===== src/detector_anchor_decode_filter_top_defines.svh =====
// ----------------------------------------------------------------------------
// Detector anchor decode filter: assertion macros
// Concurrent assertion helpers, empty when SYNTH is defined.
// ----------------------------------------------------------------------------
`ifndef DETECTOR_ANCHOR_DECODE_FILTER_TOP_DEFINES_SVH
`define DETECTOR_ANCHOR_DECODE_FILTER_TOP_DEFINES_SVH

`ifndef SYNTH
// same-cycle implication, clocked by clk and disabled in reset
`define DADF_ASSERT_IMP(lbl, ante, cons) \
    lbl: assert property (@(posedge clk) disable iff (!rst_n) (ante) |-> (cons)) \
        else $error("dadf assertion failed");
// next-cycle implication
`define DADF_ASSERT_NXT(lbl, ante, cons) \
    lbl: assert property (@(posedge clk) disable iff (!rst_n) (ante) |=> (cons)) \
        else $error("dadf assertion failed");
`else
`define DADF_ASSERT_IMP(lbl, ante, cons)
`define DADF_ASSERT_NXT(lbl, ante, cons)
`endif

`endif


===== src/dadf_pkg.sv =====
// ----------------------------------------------------------------------------
// Detector anchor decode filter package
// Shared widths, register indexes, sequencer states and divider request type.
// ----------------------------------------------------------------------------
`timescale 1ns / 1ps
`default_nettype none
package dadf_pkg;

    localparam int MAX_CLASSES = 128;
    localparam int FRAC_BITS   = 16;
    localparam int MAX_DIM     = 4096;

    localparam int ELEM_W  = 32;
    localparam int THR_W   = 17;
    localparam int NC_W    = 8;
    localparam int DIM_W   = 13;
    localparam int CLS_W   = 7;
    localparam int POS_W   = 8;
    localparam int IDX_W   = 3;
    localparam int CFG_W   = 17;
    localparam int MUL_A_W = 36;
    localparam int PROD_W  = 50;
    localparam int DIV_W   = 34;
    localparam int QSH     = FRAC_BITS + 1;

    // register indexes
    localparam logic [IDX_W-1:0] REG_CONF_THR  = 3'd0;
    localparam logic [IDX_W-1:0] REG_SCORE_THR = 3'd1;
    localparam logic [IDX_W-1:0] REG_NUM_CLS   = 3'd2;
    localparam logic [IDX_W-1:0] REG_IMG_W     = 3'd3;
    localparam logic [IDX_W-1:0] REG_IMG_H     = 3'd4;
    localparam logic [IDX_W-1:0] REG_NET_W     = 3'd5;
    localparam logic [IDX_W-1:0] REG_NET_H     = 3'd6;

    localparam logic [THR_W-1:0] CONF_RST  = 17'd16384;
    localparam logic [THR_W-1:0] SCORE_RST = 17'd32768;
    localparam logic [NC_W-1:0]  NC_RST    = 8'd80;
    localparam logic [DIM_W-1:0] DIM_RST   = 13'd640;
    localparam logic [DIM_W-1:0] DIM_MAX   = DIM_W'(MAX_DIM);
    localparam logic [NC_W-1:0]  NC_MAX    = NC_W'(MAX_CLASSES);
    localparam logic [ELEM_W-1:0] ONE_FIX  = ELEM_W'(1 << FRAC_BITS);

    typedef enum logic [4:0] {
        ST_ELEM,
        ST_RATIO_A,
        ST_RATIO_B,
        ST_SEL,
        ST_XO_A,
        ST_XO_B,
        ST_XO_C,
        ST_YO_A,
        ST_YO_B,
        ST_YO_C,
        ST_X1,
        ST_X2,
        ST_Y1,
        ST_Y2,
        ST_Y3,
        ST_DSTART,
        ST_DWAIT,
        ST_CHECK
    } dadf_state_t;

    typedef struct packed {
        logic               start;
        logic [DIV_W-1:0]   dividend;
        logic [DIM_W-1:0]   divisor;
    } dadf_div_req_t;

    // clamp an image or network dimension into 1..MAX_DIM
    function automatic logic [DIM_W-1:0] clamp_dim(input logic [DIM_W-1:0] d);
        logic [DIM_W-1:0] r;
        r = d;
        if (d == '0)
            r = DIM_W'(1);
        else if (d > DIM_MAX)
            r = DIM_MAX;
        return r;
    endfunction

endpackage
`default_nettype wire


===== src/dadf_in_if.sv =====
// ----------------------------------------------------------------------------
// Element stream interface
// Valid/ready channel carrying one record element.
// ----------------------------------------------------------------------------
`timescale 1ns / 1ps
`default_nettype none
interface dadf_in_if;
    logic                                valid;
    logic                                ready;
    logic signed [dadf_pkg::ELEM_W-1:0]  element_value;
    logic                                record_start;

    modport source (output valid, element_value, record_start, input ready);
    modport sink   (input valid, element_value, record_start, output ready);
endinterface
`default_nettype wire


===== src/dadf_out_if.sv =====
// ----------------------------------------------------------------------------
// Candidate stream interface
// Valid/ready channel carrying one decoded detection candidate.
// ----------------------------------------------------------------------------
`timescale 1ns / 1ps
`default_nettype none
interface dadf_out_if;
    logic                             valid;
    logic                             ready;
    logic [dadf_pkg::CLS_W-1:0]       cls_index;
    logic [dadf_pkg::THR_W-1:0]       confidence;
    logic [dadf_pkg::DIM_W-2:0]       box_left;
    logic [dadf_pkg::DIM_W-2:0]       box_top;
    logic [dadf_pkg::DIM_W-1:0]       box_width;
    logic [dadf_pkg::DIM_W-1:0]       box_height;

    modport source (output valid, cls_index, confidence, box_left, box_top,
                    box_width, box_height, input ready);
    modport sink   (input valid, cls_index, confidence, box_left, box_top,
                    box_width, box_height, output ready);
endinterface
`default_nettype wire


===== src/dadf_div.sv =====
// ----------------------------------------------------------------------------
// Detector anchor decode filter: iterative divider
// Restoring unsigned divider, one quotient bit per cycle.
// ----------------------------------------------------------------------------
`timescale 1ns / 1ps
`default_nettype none
module dadf_div (
    input  wire logic                          clk,
    input  wire logic                          rst_n,
    input  wire dadf_pkg::dadf_div_req_t       req,
    output logic                               busy,
    output logic                               done,
    output logic [dadf_pkg::DIV_W-1:0]         quotient
);

    localparam int CNT_W = $clog2(dadf_pkg::DIV_W + 1);

    logic [CNT_W-1:0]            cnt_reg, cnt_next;
    logic                        done_reg, done_next;
    logic [dadf_pkg::DIV_W-1:0]  quo_reg, quo_next;
    logic [dadf_pkg::DIM_W:0]    rem_reg, rem_next;
    logic [dadf_pkg::DIM_W-1:0]  dvs_reg, dvs_next;
    logic [dadf_pkg::DIM_W:0]    trial;

    // one restoring step per cycle
    always_comb
    begin
        cnt_next  = cnt_reg;
        quo_next  = quo_reg;
        rem_next  = rem_reg;
        dvs_next  = dvs_reg;
        done_next = 1'b0;
        trial     = {rem_reg[dadf_pkg::DIM_W-1:0], quo_reg[dadf_pkg::DIV_W-1]};
        if (req.start)
        begin
            cnt_next = CNT_W'(dadf_pkg::DIV_W);
            quo_next = req.dividend;
            rem_next = '0;
            dvs_next = req.divisor;
        end
        else if (cnt_reg != '0)
        begin
            cnt_next = cnt_reg - CNT_W'(1);
            if (trial >= {1'b0, dvs_reg})
            begin
                rem_next = trial - {1'b0, dvs_reg};
                quo_next = {quo_reg[dadf_pkg::DIV_W-2:0], 1'b1};
            end
            else
            begin
                rem_next = trial;
                quo_next = {quo_reg[dadf_pkg::DIV_W-2:0], 1'b0};
            end
            if (cnt_reg == CNT_W'(1))
                done_next = 1'b1;
        end
    end

    always_ff @(posedge clk or negedge rst_n)
    begin
        if (!rst_n)
        begin
            cnt_reg  <= '0;
            done_reg <= 1'b0;
        end
        else
        begin
            cnt_reg  <= cnt_next;
            done_reg <= done_next;
        end
    end

    always_ff @(posedge clk)
    begin
        quo_reg <= quo_next;
        rem_reg <= rem_next;
        dvs_reg <= dvs_next;
    end

    assign busy     = (cnt_reg != '0);
    assign done     = done_reg;
    assign quotient = quo_reg;

endmodule
`default_nettype wire


===== src/detector_anchor_decode_filter_top.sv =====
// ----------------------------------------------------------------------------
// Detector anchor decode filter
// Streams detector records, tracks the best class and emits letterbox-mapped
// candidate boxes that pass both thresholds and lie inside the image.
// ----------------------------------------------------------------------------
// Elements are taken one per cycle while no box decode is running. On the
// last class score of a record that passes the objectness and score
// thresholds, the block stops taking elements for the box decode: setup on
// one shared multiplier, then four divisions by the letterbox scale on one
// shared bit-serial divider (start, 34 quotient bits, result capture; a
// negative numerator skips its division), then a check, plus any wait for
// the output register to empty. Records that fail a threshold do not stop
// the element stream.
`timescale 1ns / 1ps
`default_nettype none
`include "detector_anchor_decode_filter_top_defines.svh"
module detector_anchor_decode_filter_top (
    input  wire logic                            clk,
    input  wire logic                            rst_n,
    input  wire logic                            cfg_write,
    input  wire logic [dadf_pkg::IDX_W-1:0]      cfg_index,
    input  wire logic [dadf_pkg::CFG_W-1:0]      cfg_data,
    dadf_in_if.sink                              elem,
    dadf_out_if.source                           result
);

    localparam int PW = dadf_pkg::PROD_W;
    localparam int DW = dadf_pkg::DIM_W;

    // configuration registers
    logic [dadf_pkg::THR_W-1:0] conf_thr_reg, score_thr_reg;
    logic [dadf_pkg::NC_W-1:0]  num_cls_reg;
    logic [DW-1:0]              img_w_reg, img_h_reg, net_w_reg, net_h_reg;

    always_ff @(posedge clk or negedge rst_n)
    begin
        if (!rst_n)
        begin
            conf_thr_reg  <= dadf_pkg::CONF_RST;
            score_thr_reg <= dadf_pkg::SCORE_RST;
            num_cls_reg   <= dadf_pkg::NC_RST;
            img_w_reg     <= dadf_pkg::DIM_RST;
            img_h_reg     <= dadf_pkg::DIM_RST;
            net_w_reg     <= dadf_pkg::DIM_RST;
            net_h_reg     <= dadf_pkg::DIM_RST;
        end
        else if (cfg_write)
        begin
            unique case (cfg_index)
                dadf_pkg::REG_CONF_THR:  conf_thr_reg  <= cfg_data;
                dadf_pkg::REG_SCORE_THR: score_thr_reg <= cfg_data;
                dadf_pkg::REG_NUM_CLS:   num_cls_reg   <= cfg_data[dadf_pkg::NC_W-1:0];
                dadf_pkg::REG_IMG_W:     img_w_reg     <= cfg_data[DW-1:0];
                dadf_pkg::REG_IMG_H:     img_h_reg     <= cfg_data[DW-1:0];
                dadf_pkg::REG_NET_W:     net_w_reg     <= cfg_data[DW-1:0];
                dadf_pkg::REG_NET_H:     net_h_reg     <= cfg_data[DW-1:0];
                default: ;
            endcase
        end
    end

    // clamped geometry
    logic [DW-1:0] iw, ih, nw, nh;
    assign iw = dadf_pkg::clamp_dim(img_w_reg);
    assign ih = dadf_pkg::clamp_dim(img_h_reg);
    assign nw = dadf_pkg::clamp_dim(net_w_reg);
    assign nh = dadf_pkg::clamp_dim(net_h_reg);

    // record element tracking
    dadf_pkg::dadf_state_t state_reg, state_next;
    logic [dadf_pkg::POS_W-1:0]          pos_reg;
    logic [dadf_pkg::POS_W-1:0]          pos;
    logic [dadf_pkg::NC_W-1:0]           nc;
    logic [dadf_pkg::POS_W:0]            last;
    logic signed [dadf_pkg::ELEM_W-1:0]  box_reg [4];
    logic signed [dadf_pkg::ELEM_W-1:0]  obj_reg, best_reg, best_new;
    logic [dadf_pkg::CLS_W-1:0]          cls_reg;
    logic signed [dadf_pkg::ELEM_W-1:0]  v;
    logic                                take, is_score, is_last, pass;

    assign take = elem.valid && elem.ready;
    assign v    = elem.element_value;
    assign pos  = elem.record_start ? '0 : pos_reg;

    always_comb
    begin
        nc = num_cls_reg;
        if (nc == '0)
            nc = dadf_pkg::NC_W'(1);
        else if (nc > dadf_pkg::NC_MAX)
            nc = dadf_pkg::NC_MAX;
    end

    assign last     = 9'd4 + {1'b0, nc};
    assign is_score = ({1'b0, pos} >= 9'd5) && ({1'b0, pos} <= last);
    assign is_last  = ({1'b0, pos} == last);
    assign best_new = ((pos == 8'd5) || (v > best_reg)) ? v : best_reg;
    assign pass     = (obj_reg >= $signed({15'd0, conf_thr_reg})) &&
                      (best_new > $signed({15'd0, score_thr_reg}));

    always_ff @(posedge clk or negedge rst_n)
    begin
        if (!rst_n)
        begin
            pos_reg <= '0;
            cls_reg <= '0;
        end
        else if (take)
        begin
            pos_reg <= (pos == 8'hFF) ? pos : pos + 8'd1;
            if (is_score && ((pos == 8'd5) || (v > best_reg)))
                cls_reg <= dadf_pkg::CLS_W'(pos - 8'd5);
        end
    end

    always_ff @(posedge clk)
    begin
        if (take)
        begin
            if (pos <= 8'd3)
                box_reg[pos[1:0]] <= v;
            else if (pos == 8'd4)
                obj_reg <= v;
            else if (is_score)
                best_reg <= best_new;
        end
    end

    // shared multiplier operand selection
    logic signed [dadf_pkg::MUL_A_W-1:0] mul_a;
    logic [DW-1:0]                       mul_b;
    logic signed [PW-1:0]                prod;
    logic signed [dadf_pkg::MUL_A_W-1:0] b0, b1, b2, b3;
    logic [DW-1:0]                       n_reg, d_reg;

    assign b0 = dadf_pkg::MUL_A_W'(box_reg[0]);
    assign b1 = dadf_pkg::MUL_A_W'(box_reg[1]);
    assign b2 = dadf_pkg::MUL_A_W'(box_reg[2]);
    assign b3 = dadf_pkg::MUL_A_W'(box_reg[3]);

    always_comb
    begin
        mul_a = '0;
        mul_b = '0;
        unique case (state_reg)
            dadf_pkg::ST_RATIO_A: begin mul_a = {23'd0, nw}; mul_b = ih;    end
            dadf_pkg::ST_RATIO_B: begin mul_a = {23'd0, nh}; mul_b = iw;    end
            dadf_pkg::ST_XO_A:    begin mul_a = {23'd0, nw}; mul_b = d_reg; end
            dadf_pkg::ST_XO_B:    begin mul_a = {23'd0, iw}; mul_b = n_reg; end
            dadf_pkg::ST_YO_A:    begin mul_a = {23'd0, nh}; mul_b = d_reg; end
            dadf_pkg::ST_YO_B:    begin mul_a = {23'd0, ih}; mul_b = n_reg; end
            dadf_pkg::ST_X1:      begin mul_a = (b0 <<< 1) - b2; mul_b = d_reg; end
            dadf_pkg::ST_X2:      begin mul_a = (b0 <<< 1) + b2; mul_b = d_reg; end
            dadf_pkg::ST_Y1:      begin mul_a = (b1 <<< 1) - b3; mul_b = d_reg; end
            dadf_pkg::ST_Y2:      begin mul_a = (b1 <<< 1) + b3; mul_b = d_reg; end
            default: ;
        endcase
    end

    assign prod = mul_a * $signed({1'b0, mul_b});

    // geometry datapath registers
    logic signed [PW-1:0] p_reg, t_reg, xo_reg, yo_reg, iwq_reg, ihq_reg;
    logic signed [PW-1:0] x1_reg, x2_reg, y1_reg, y2_reg;
    logic [1:0]           didx_reg;
    logic [dadf_pkg::DIV_W-1:0] res_reg [4];

    // divider numerator for the current output field
    logic signed [PW-1:0] num, xr, yb;
    logic [PW:0]          rnd;
    dadf_pkg::dadf_div_req_t div_req;
    logic                       div_busy, div_done;
    logic [dadf_pkg::DIV_W-1:0] div_q;

    assign xr = (x2_reg < iwq_reg) ? x2_reg : iwq_reg;
    assign yb = (y2_reg < ihq_reg) ? y2_reg : ihq_reg;

    always_comb
    begin
        unique case (didx_reg)
            2'd0: num = x1_reg;
            2'd1: num = y1_reg;
            2'd2: num = xr - x1_reg;
            2'd3: num = yb - y1_reg;
            default: num = '0;
        endcase
    end

    // half rounding then divide by n: (num + n*2^F) / (n*2^(F+1))
    assign rnd = {1'b0, num} + ((PW+1)'(n_reg) << dadf_pkg::FRAC_BITS);
    assign div_req.start    = (state_reg == dadf_pkg::ST_DSTART) && !num[PW-1];
    assign div_req.dividend = rnd[dadf_pkg::QSH +: dadf_pkg::DIV_W];
    assign div_req.divisor  = n_reg;

    dadf_div u_div (
        .clk      (clk),
        .rst_n    (rst_n),
        .req      (div_req),
        .busy     (div_busy),
        .done     (div_done),
        .quotient (div_q)
    );

    always_ff @(posedge clk)
    begin
        p_reg <= prod;
        unique case (state_reg)
            dadf_pkg::ST_RATIO_B, dadf_pkg::ST_XO_B, dadf_pkg::ST_YO_B:
                t_reg <= p_reg;
            dadf_pkg::ST_SEL:
            begin
                if (t_reg <= p_reg)
                begin
                    n_reg <= nw;
                    d_reg <= iw;
                end
                else
                begin
                    n_reg <= nh;
                    d_reg <= ih;
                end
            end
            dadf_pkg::ST_XO_C:
            begin
                xo_reg  <= (t_reg - p_reg) <<< dadf_pkg::FRAC_BITS;
                iwq_reg <= p_reg <<< dadf_pkg::QSH;
            end
            dadf_pkg::ST_YO_C:
            begin
                yo_reg  <= (t_reg - p_reg) <<< dadf_pkg::FRAC_BITS;
                ihq_reg <= p_reg <<< dadf_pkg::QSH;
            end
            dadf_pkg::ST_X2:  x1_reg <= p_reg - xo_reg;
            dadf_pkg::ST_Y1:  x2_reg <= p_reg - xo_reg;
            dadf_pkg::ST_Y2:  y1_reg <= p_reg - yo_reg;
            dadf_pkg::ST_Y3:  y2_reg <= p_reg - yo_reg;
            dadf_pkg::ST_DSTART:
            begin
                // a negative numerator clamps to zero, which also rejects a size
                if (num[PW-1])
                    res_reg[didx_reg] <= '0;
            end
            dadf_pkg::ST_DWAIT:
            begin
                if (div_done)
                    res_reg[didx_reg] <= div_q;
            end
            default: ;
        endcase
    end

    // final box check
    logic [dadf_pkg::DIV_W:0] right_sum, bottom_sum;
    logic                     box_ok, slot_free;

    assign right_sum  = {1'b0, res_reg[0]} + {1'b0, res_reg[2]};
    assign bottom_sum = {1'b0, res_reg[1]} + {1'b0, res_reg[3]};
    assign box_ok     = (res_reg[2] != '0) && (res_reg[3] != '0) &&
                        (right_sum <= (dadf_pkg::DIV_W+1)'(iw)) &&
                        (bottom_sum <= (dadf_pkg::DIV_W+1)'(ih));

    // output register
    logic out_valid_reg, out_valid_next;
    logic load_out;

    assign slot_free = !out_valid_reg || result.ready;
    assign load_out  = (state_reg == dadf_pkg::ST_CHECK) && slot_free && box_ok;

    // sequencer next state
    logic [1:0] didx_next;

    always_comb
    begin
        state_next     = state_reg;
        didx_next      = didx_reg;
        out_valid_next = out_valid_reg && !result.ready;
        if (load_out)
            out_valid_next = 1'b1;
        unique case (state_reg)
            dadf_pkg::ST_ELEM:
            begin
                if (take && is_last && pass)
                    state_next = dadf_pkg::ST_RATIO_A;
            end
            dadf_pkg::ST_RATIO_A: state_next = dadf_pkg::ST_RATIO_B;
            dadf_pkg::ST_RATIO_B: state_next = dadf_pkg::ST_SEL;
            dadf_pkg::ST_SEL:     state_next = dadf_pkg::ST_XO_A;
            dadf_pkg::ST_XO_A:    state_next = dadf_pkg::ST_XO_B;
            dadf_pkg::ST_XO_B:    state_next = dadf_pkg::ST_XO_C;
            dadf_pkg::ST_XO_C:    state_next = dadf_pkg::ST_YO_A;
            dadf_pkg::ST_YO_A:    state_next = dadf_pkg::ST_YO_B;
            dadf_pkg::ST_YO_B:    state_next = dadf_pkg::ST_YO_C;
            dadf_pkg::ST_YO_C:    state_next = dadf_pkg::ST_X1;
            dadf_pkg::ST_X1:      state_next = dadf_pkg::ST_X2;
            dadf_pkg::ST_X2:      state_next = dadf_pkg::ST_Y1;
            dadf_pkg::ST_Y1:      state_next = dadf_pkg::ST_Y2;
            dadf_pkg::ST_Y2:      state_next = dadf_pkg::ST_Y3;
            dadf_pkg::ST_Y3:
            begin
                didx_next  = 2'd0;
                state_next = dadf_pkg::ST_DSTART;
            end
            dadf_pkg::ST_DSTART:
            begin
                if (!num[PW-1])
                    state_next = dadf_pkg::ST_DWAIT;
                else if (didx_reg == 2'd3)
                    state_next = dadf_pkg::ST_CHECK;
                else
                    didx_next = didx_reg + 2'd1;
            end
            dadf_pkg::ST_DWAIT:
            begin
                if (div_done)
                begin
                    if (didx_reg == 2'd3)
                        state_next = dadf_pkg::ST_CHECK;
                    else
                    begin
                        didx_next  = didx_reg + 2'd1;
                        state_next = dadf_pkg::ST_DSTART;
                    end
                end
            end
            dadf_pkg::ST_CHECK:
            begin
                if (slot_free)
                    state_next = dadf_pkg::ST_ELEM;
            end
            default: state_next = dadf_pkg::ST_ELEM;
        endcase
    end

    always_ff @(posedge clk or negedge rst_n)
    begin
        if (!rst_n)
        begin
            state_reg     <= dadf_pkg::ST_ELEM;
            didx_reg      <= '0;
            out_valid_reg <= 1'b0;
        end
        else
        begin
            state_reg     <= state_next;
            didx_reg      <= didx_next;
            out_valid_reg <= out_valid_next;
        end
    end

    // output payload
    logic [dadf_pkg::CLS_W-1:0] o_cls_reg;
    logic [dadf_pkg::THR_W-1:0] o_conf_reg;
    logic [DW-2:0]              o_left_reg, o_top_reg;
    logic [DW-1:0]              o_w_reg, o_h_reg;

    always_ff @(posedge clk)
    begin
        if (load_out)
        begin
            o_cls_reg  <= cls_reg;
            o_conf_reg <= (obj_reg > $signed(dadf_pkg::ONE_FIX)) ?
                          dadf_pkg::ONE_FIX[dadf_pkg::THR_W-1:0] :
                          obj_reg[dadf_pkg::THR_W-1:0];
            o_left_reg <= res_reg[0][DW-2:0];
            o_top_reg  <= res_reg[1][DW-2:0];
            o_w_reg    <= res_reg[2][DW-1:0];
            o_h_reg    <= res_reg[3][DW-1:0];
        end
    end

    assign elem.ready         = (state_reg == dadf_pkg::ST_ELEM);
    assign result.valid       = out_valid_reg;
    assign result.cls_index   = o_cls_reg;
    assign result.confidence  = o_conf_reg;
    assign result.box_left    = o_left_reg;
    assign result.box_top     = o_top_reg;
    assign result.box_width   = o_w_reg;
    assign result.box_height  = o_h_reg;

    // checks
    `DADF_ASSERT_IMP(a_div_idle_in_elem, div_busy, state_reg != dadf_pkg::ST_ELEM)
    `DADF_ASSERT_IMP(a_rose_from_check, $rose(out_valid_reg), $past(state_reg) == dadf_pkg::ST_CHECK)
    `DADF_ASSERT_IMP(a_nonzero_box, out_valid_reg, (o_w_reg != '0) && (o_h_reg != '0))
    `DADF_ASSERT_NXT(a_load_sets_valid, load_out, out_valid_reg)

endmodule
`default_nettype wire

===== src/flat_wrapper.sv =====
// flat-port wrapper written by rule: the top's interface ports become plain ports
module detector_anchor_decode_filter_top_flat 
  (clk, rst_n, cfg_write, cfg_index, cfg_data, elem_valid, elem_element_value, elem_record_start, elem_ready, result_valid, result_cls_index, result_confidence, result_box_left, result_box_top, result_box_width, result_box_height, result_ready);
  dadf_in_if elem_i ();
  dadf_out_if result_i ();
  input  wire logic clk;
  input  wire logic rst_n;
  input  wire logic cfg_write;
  input  wire logic [dadf_pkg::IDX_W-1:0] cfg_index;
  input  wire logic [dadf_pkg::CFG_W-1:0] cfg_data;
  input wire logic [$bits(elem_i.valid)-1:0] elem_valid;
  input wire logic [$bits(elem_i.element_value)-1:0] elem_element_value;
  input wire logic [$bits(elem_i.record_start)-1:0] elem_record_start;
  output wire logic [$bits(elem_i.ready)-1:0] elem_ready;
  output wire logic [$bits(result_i.valid)-1:0] result_valid;
  output wire logic [$bits(result_i.cls_index)-1:0] result_cls_index;
  output wire logic [$bits(result_i.confidence)-1:0] result_confidence;
  output wire logic [$bits(result_i.box_left)-1:0] result_box_left;
  output wire logic [$bits(result_i.box_top)-1:0] result_box_top;
  output wire logic [$bits(result_i.box_width)-1:0] result_box_width;
  output wire logic [$bits(result_i.box_height)-1:0] result_box_height;
  input wire logic [$bits(result_i.ready)-1:0] result_ready;
  assign elem_i.valid = elem_valid;
  assign elem_i.element_value = elem_element_value;
  assign elem_i.record_start = elem_record_start;
  assign elem_ready = elem_i.ready;
  assign result_valid = result_i.valid;
  assign result_cls_index = result_i.cls_index;
  assign result_confidence = result_i.confidence;
  assign result_box_left = result_i.box_left;
  assign result_box_top = result_i.box_top;
  assign result_box_width = result_i.box_width;
  assign result_box_height = result_i.box_height;
  assign result_i.ready = result_ready;
  detector_anchor_decode_filter_top u_core (.clk(clk), .rst_n(rst_n), .cfg_write(cfg_write), .cfg_index(cfg_index), .cfg_data(cfg_data), .elem(elem_i), .result(result_i));
endmodule

===== config.mk =====
export PLATFORM = sky130hd
export DESIGN_NAME = detector_anchor_decode_filter_top_flat
export DESIGN_NICKNAME = d
export VERILOG_FILES = /design/src/dadf_pkg.sv /design/src/dadf_in_if.sv /design/src/dadf_out_if.sv /design/src/dadf_div.sv /design/src/detector_anchor_decode_filter_top.sv /design/src/flat_wrapper.sv
export VERILOG_INCLUDE_DIRS = /design/src /design/src/src
export SDC_FILE = /design/constraint.sdc
export NUM_CORES = 2
export LEC_CHECK = 0
export ABC_AREA = 1
export BUFFER_PORTS_ARGS = -buffer_cell sky130_fd_sc_hd__clkbuf_2
export CAP_MARGIN = 20
export CORE_MARGIN = 4
export CORE_UTILIZATION = 60
export DETAILED_ROUTE_END_ITERATION = 10
export PLACE_DENSITY = 0.77
export SYNTH_ARGS = -nofsm -noshare
export SYNTH_HDL_FRONTEND = slang
export SYNTH_SLANG_ARGS = --single-unit

===== constraint.sdc =====
create_clock -name clk -period 12.4 [get_ports clk]
set_clock_uncertainty 0.15 [all_clocks]
set_input_delay 1.86 -clock clk [delete_from_list [all_inputs] [get_ports clk]]
set_output_delay 1.86 -clock clk [all_outputs]
set_load 0.1 [all_outputs]

Yosys cells after proc, flatten, opt, wreduce, memory -nomap -nowiden
Memory sizes are Yosys's and may differ from the RTL's.
Cells that the tools add are included.
{"block": "classes", "n_addsub": 18, "multipliers": 1, "order_cmp": 18, "eq_ne": 36, "muxes": 51, "n_bitwise": 3, "reduce_logical": 48}
{"operator": "36-bit case mux with 8 select lines", "count": 1}
{"operator": "50-bit case mux with 4 select lines", "count": 1}
{"operator": "50-bit subtractor", "count": 4}
{"operator": "13-bit two-way mux", "count": 11}
{"operator": "34-bit two-way mux", "count": 3}
{"operator": "50-bit < comparator", "count": 2}
{"operator": "50-bit two-way mux", "count": 2}
{"operator": "5-bit case mux with 18 select lines", "count": 1}
{"operator": "34-bit by 34-bit adder with 35-bit output", "count": 2}
{"operator": "35-bit by 13-bit <= comparator with 1-bit output", "count": 2}
{"operator": "33-bit by 32-bit adder with 34-bit output", "count": 2}
{"operator": "34-bit nonzero test", "count": 2}
{"operator": "33-bit by 32-bit subtractor with 34-bit output", "count": 2}
{"operator": "13-bit > comparator (second input constant)", "count": 4}
{"operator": "13-bit logical NOT", "count": 4}
{"operator": "13-bit case mux with 4 select lines", "count": 1}
{"operator": "50-bit by 29-bit adder with 51-bit output", "count": 1}
{"operator": "50-bit <= comparator", "count": 1}
{"operator": "36-bit by 14-bit multiplier with 50-bit output", "count": 1}
{"operator": "5-bit by 4-bit equality test with 1-bit output (second input constant)", "count": 8}
{"operator": "34-bit subtractor", "count": 1}
{"operator": "32-bit by 18-bit >= comparator with 1-bit output", "count": 1}
{"operator": "32-bit by 18-bit > comparator with 1-bit output", "count": 1}
{"operator": "32-bit by 18-bit > comparator with 1-bit output (second input constant)", "count": 1}
{"operator": "53 further kinds", "count": 116}
{"block": "word_totals", "register_bits": 782, "ramBits": 264, "output_inout_bits": 76, "memories": 2}
{"name": "u_core.res_reg", "words": 4, "word_bits": 34, "read_ports": 4, "rd_clocked_by_memory_dff": 0, "wr": 1, "line_no": "detector_anchor_decode_filter_top.sv:166", "rtl": "logic [dadf_pkg::DIV_W-1:0] res_reg [4];"}
{"name": "u_core.box_reg", "words": 4, "word_bits": 32, "read_ports": 4, "rd_clocked_by_memory_dff": 0, "wr": 1, "line_no": "detector_anchor_decode_filter_top.sv:75", "rtl": "logic signed [dadf_pkg::ELEM_W-1:0] box_reg [4];"}

Logic depth before layout (Yosys ltp)
{"block": "depth", "depth_word": 9, "depth_mapped": 58, "depth_no_buf": 56}

By module
From an unflattened synthesis, not the netlist that was laid out.
{"block": "hier_totals", "hier_cells": 9751, "area_unflattened_um2": 82451.6}
{"module": "detector_anchor_decode_filter_top", "n_inst": 1, "cells_each": 9292, "area_per_inst_um2": 78715.5, "seq_area_each_um2": 28327.2}
{"module": "dadf_div", "n_inst": 1, "cells_each": 459, "area_per_inst_um2": 3736.1, "seq_area_each_um2": 1846.8}

Worst setup path before layout
No wires, ideal clock.
{"block": "synth_timing", "kind": "register to register", "startpoint": "register u_core.state_reg[4]", "endpoint": "register u_core.p_reg[48]", "arrival_ns": 8.719, "path_slack_ns": 3.409, "path_stages_with_launch": 41, "synth_period_minus_slack_ns": 8.991, "cell_sequence": "dfrtp_1 > inv_1 > nand2_1 > nor2_1 > clkbuf_1 > a311oi_1 > nand2_1 > inv_1 > nor2_1 > fa_1 > inv_1 > fa_1 > inv_1 > fa_1 > inv_1 > fa_1 > fa_1 > inv_1 > (+5 left out) > inv_1 > a21oi_1 > inv_1 > a21oi_2 > inv_2 > a21oi_2 > inv_2 > a21oi_2 > inv_2 > a21oi_2 > inv_2 > a21oi_2 > inv_2 > nand2_1 > nand2_2 > a21oi_2 > o21ai_1 > xor2_1"}
{"block": "synth_via", "elab_chain_cells": 4, "word_cells_on_any_way": 17, "classes_between": "mul (1); eq/ne (10); mux (2); reduce/logical (4)"}
{"item": "start: declaration", "line_no": "detector_anchor_decode_filter_top.sv:70", "rtl": "dadf_pkg::dadf_state_t state_reg, state_next;"}
{"item": "start signal: assignment", "line_no": "detector_anchor_decode_filter_top.sv:338", "rtl": "state_reg <= dadf_pkg::ST_ELEM;"}
{"item": "start signal: assignment", "line_no": "detector_anchor_decode_filter_top.sv:344", "rtl": "state_reg <= state_next;"}
{"item": "5-bit by 3-bit equality test with 1-bit output (tied with other cells)", "line_no": "detector_anchor_decode_filter_top.sv:145", "rtl": "unique case (state_reg)"}
{"item": "6-bit OR reduction (no line) / 2-bit OR reduction (equally long branches)"}
{"item": "13-bit case mux with 4 select lines / 36-bit case mux with 8 select lines (equally long branches)", "line_no": "detector_anchor_decode_filter_top.sv:145"}
{"item": "36-bit by 14-bit multiplier with 50-bit output (*)", "line_no": "detector_anchor_decode_filter_top.sv:160", "rtl": "assign prod = mul_a * $signed({1'b0, mul_b});"}
{"item": "via u_core.prod[48]", "line_no": "detector_anchor_decode_filter_top.sv:132", "rtl": "logic signed [PW-1:0] prod;"}
{"item": "end signal: assignment", "line_no": "detector_anchor_decode_filter_top.sv:206", "rtl": "p_reg <= prod;"}
{"item": "end: declaration", "line_no": "detector_anchor_decode_filter_top.sv:163", "rtl": "logic signed [PW-1:0] p_reg, t_reg, xo_reg, yo_reg, iwq_reg, ihq_reg;"}
The timed path passes the listed nets; every way through them passes the cells marked *.
A chain may end at the register's enable or synchronous reset.

Worst setup path after layout
Same ends and word-level chain as after synthesis.

==> results_dict.tcl <==
set metrics [dict create \
    ant_nets 0 \
    core_um2 134000 \
    p_total_mw 12.9 \
    grt-ovfl-total 0 \
    placed_area_um2 84000 \
    start_util_pct 60.6 \
    critPathKind "flip-flop to flip-flop" \
    setup_viol 0 \
    io_pins 134 \
    die_height_um 376 \
    worstMarginPinSlew_ns 1.14 \
    synth_top_area_share_pct 31.8 \
    hp-class "flip-flop to flip-flop" \
    drt_iter0_drc 6975 \
    cap_violations 0 \
    root_buffer "clkbuf_16" \
    synth.net_count 10600 \
    clock_sinks 1046 \
    synth_area_um2 81000 \
    swShare_pct 39.3 \
    finalWirelength_um 246000 \
    fin_cells 11500 \
    highest_layer "met5" \
    hold_buffers 0 \
    clkLatencyLatePin_ns 0.76 \
    post-route-period-util_pct 77.4 \
    grt_max_degree 75 \
    finalHoldViolations 0 \
    synth_edf_count 859 \
    dp_slack_ns 2.97 \
    drt-vias-per-instance 5.88 \
    drt_pass1_iterations 6 \
    place_congestion 1.05 \
    p_comb_share_pct 37.2 \
    cp.arrival_ns 10.05 \
    synth.area.top_cells "edfxtp_1 32%, ha_1 11%, fa_1 10%" \
    h-tree-depth 3 \
    avgRoutedWirePerCell_um 21.5 \
    cp_slowest_cell "clkinv_1" \
    max_stage_delay_ns 0.70 \
    rsz0062_at_grt "no" \
    min_period_ns 9.60 \
    final_nets 10800 \
    slew_viol_final 0 \
    synth_most_common_cell "inv_1" \
    yosysUniqueCellTypes 82 \
    post_cts_buffers 0 \
    ctsResizeCount 0 \
    synth-seq-area-share_pct 37.2 \
    power.share.clock_pct 26.5 \
    fin_area_um2 87800 \
    cts_tree "done" \
    fmax_ghz 0.104 \
    routed-wl-met3_um 19400 \
    required_ns 12.85 \
    die_x_um 376 \
    wl_met2_um 116000 \
    dp.cells 11200 \
    synth_async_sr_flop_share_pct 11.9 \
    setup_ws_ns 2.80 \
    p_int_mw 7.83 \
    power_density_nw_per_um2 147 \
    setup.worst_path.start "u_core.state_reg[4]" \
    slew_headroom_pct 23.3 \
    grt_pass1_wl_um 379000 \
    vias 67400 \
    drive_gt1_share_pct 6.47 \
    grt_antenna_before_repair 14 \
    dieArea_um2 141000 \
    end_kind "flip-flop" \
    rows 134 \
    largest_reg_flops 136 \
    synth-seq-cells 1046 \
    track_usage_pct 34.6 \
    hpwl_um 193000 \
    yosys_warnings 0 \
    synth_cells 9424 \
    worstHoldStart "u_core.cls_reg[0]" \
    crit_fanout 18 \
    yosys_most_used_dff "edfxtp_1" \
    drcViolationCount 0 \
    syn_avg_cell_area_um2 8.60 \
    rr_startpoint "u_core.state_reg[4]" \
    p_sw_mw 5.07 \
    cellLeakagePower_nw 41.0 \
    p_seq_share_pct 36.2 \
    status "completed" \
    cpMostUsedCell "inv_1" \
    yosysTopAreaCell "edfxtp_1" \
    clk_path_buf_depth 3 \
    peakVddDrop_uv 124 \
    syn2layout_area_growth_pct 8.39 \
    critPathTopFamily "adder cells" \
    routedLengthMet1_um 97100 \
    startpoint_type "flip-flop" \
    cts_buffers 109 \
    clk_pin_slew_worst_paths_ns 0.06 \
    grt_pass1_vias 66400 \
    portBuffers 133 \
    synth_commonest_cells "1,725 x inv_1, 1,656 x nand2_1, 922 x nor2_1" \
    final.setup.tns_ns 0 \
    path_buf_inv 15 \
]
==> per-layer routing <==
layer	vias to the layer above	global-route usage [%]
met5	-	0
met4	4	16.8
met3	705	5.34
met2	2995	57.5
met1	32200	44.5
li1	31400	-
==> power groups by stage <==
| stage | registers [mW] | logic (mW) | clock network, mW |
|---|---|---|---|
| floorplan | 4.64 | 3.19 | 0 |
| global placement | 4.72 | 4.54 | 0 |
| detailed placement | 4.73 | 4.67 | 0 |
| CTS | 4.66 | 4.71 | 3.46 |
| global route | 4.70 | 5.29 | 3.60 |
| finish | 4.67 | 4.80 | 3.42 |
==> kinds of logic after synthesis <==
group           after synthesis  share of synthesized area [%]
buf+inv                    1933                           8.99
mux                           2                         0.0247
simple gates               3240                           16.7
compound gates             1799                           12.8
fa+ha+maj                  1136                           21.3
xor+xnor                    268                           2.90
flops                      1046                           37.2
==> through the flow <==
stage                     hold WS, ns  util (%)
after CTS                       0.260      65.6
after global placement          0.286      62.7
after floorplan                 0.275         -
final                           0.259      65.7
after global routing            0.274      65.6
after detailed placement        0.284      62.8
==> layout by cell type (no fill, tap or decap), drive strengths merged, types with 41 or more instances in the layout <==
cell type / instances
nand2: 1678
nor4: 71
edfxtp: 859
nand4: 108
a21oi: 768
a21o: 41
dfrtp: 112
clkbuf: 264
xnor2: 92
xor2: 176
o21ai: 625
buf: 83
ha: 726
a31oi: 74
o21a: 45
nor3: 77
nand3: 287
inv: 1758
dfxtp: 63
fa: 410
nor2: 936
or2: 48
clkinv: 59
==> final cells by class <==
cell class	count	area (µm²)
clock inverter	75	841
clock buffer	132	2920
multi-input combinational	6445	43700
timing repair buffer	215	1340
antenna	13	32.5
tap	1768	2210
inverter	1760	6610
sequential	1046	30200
fill	11000	45900
==> path summary, 6_finish.rpt <==
| check | to | slack [ns] | depth (start not counted) |
|---|---|---|---|
| worst min register to register | u_core.result.cls_index[0] | 0.26 | 0 |
| min in group asynchronous | u_core.score_thr_reg[12] | 1.04 | 1 |
| worst max-delay path | u_core.p_reg[48] | 2.80 | 45 |
| worst min-delay path | u_core.result.cls_index[0] | 0.26 | 0 |
| max in group asynchronous | u_core.net_w_reg[2] | 9.59 | 2 |
| worst max register to register | u_core.p_reg[48] | 2.80 | 45 |
Note: power is estimated with default switching activity, not from simulation.
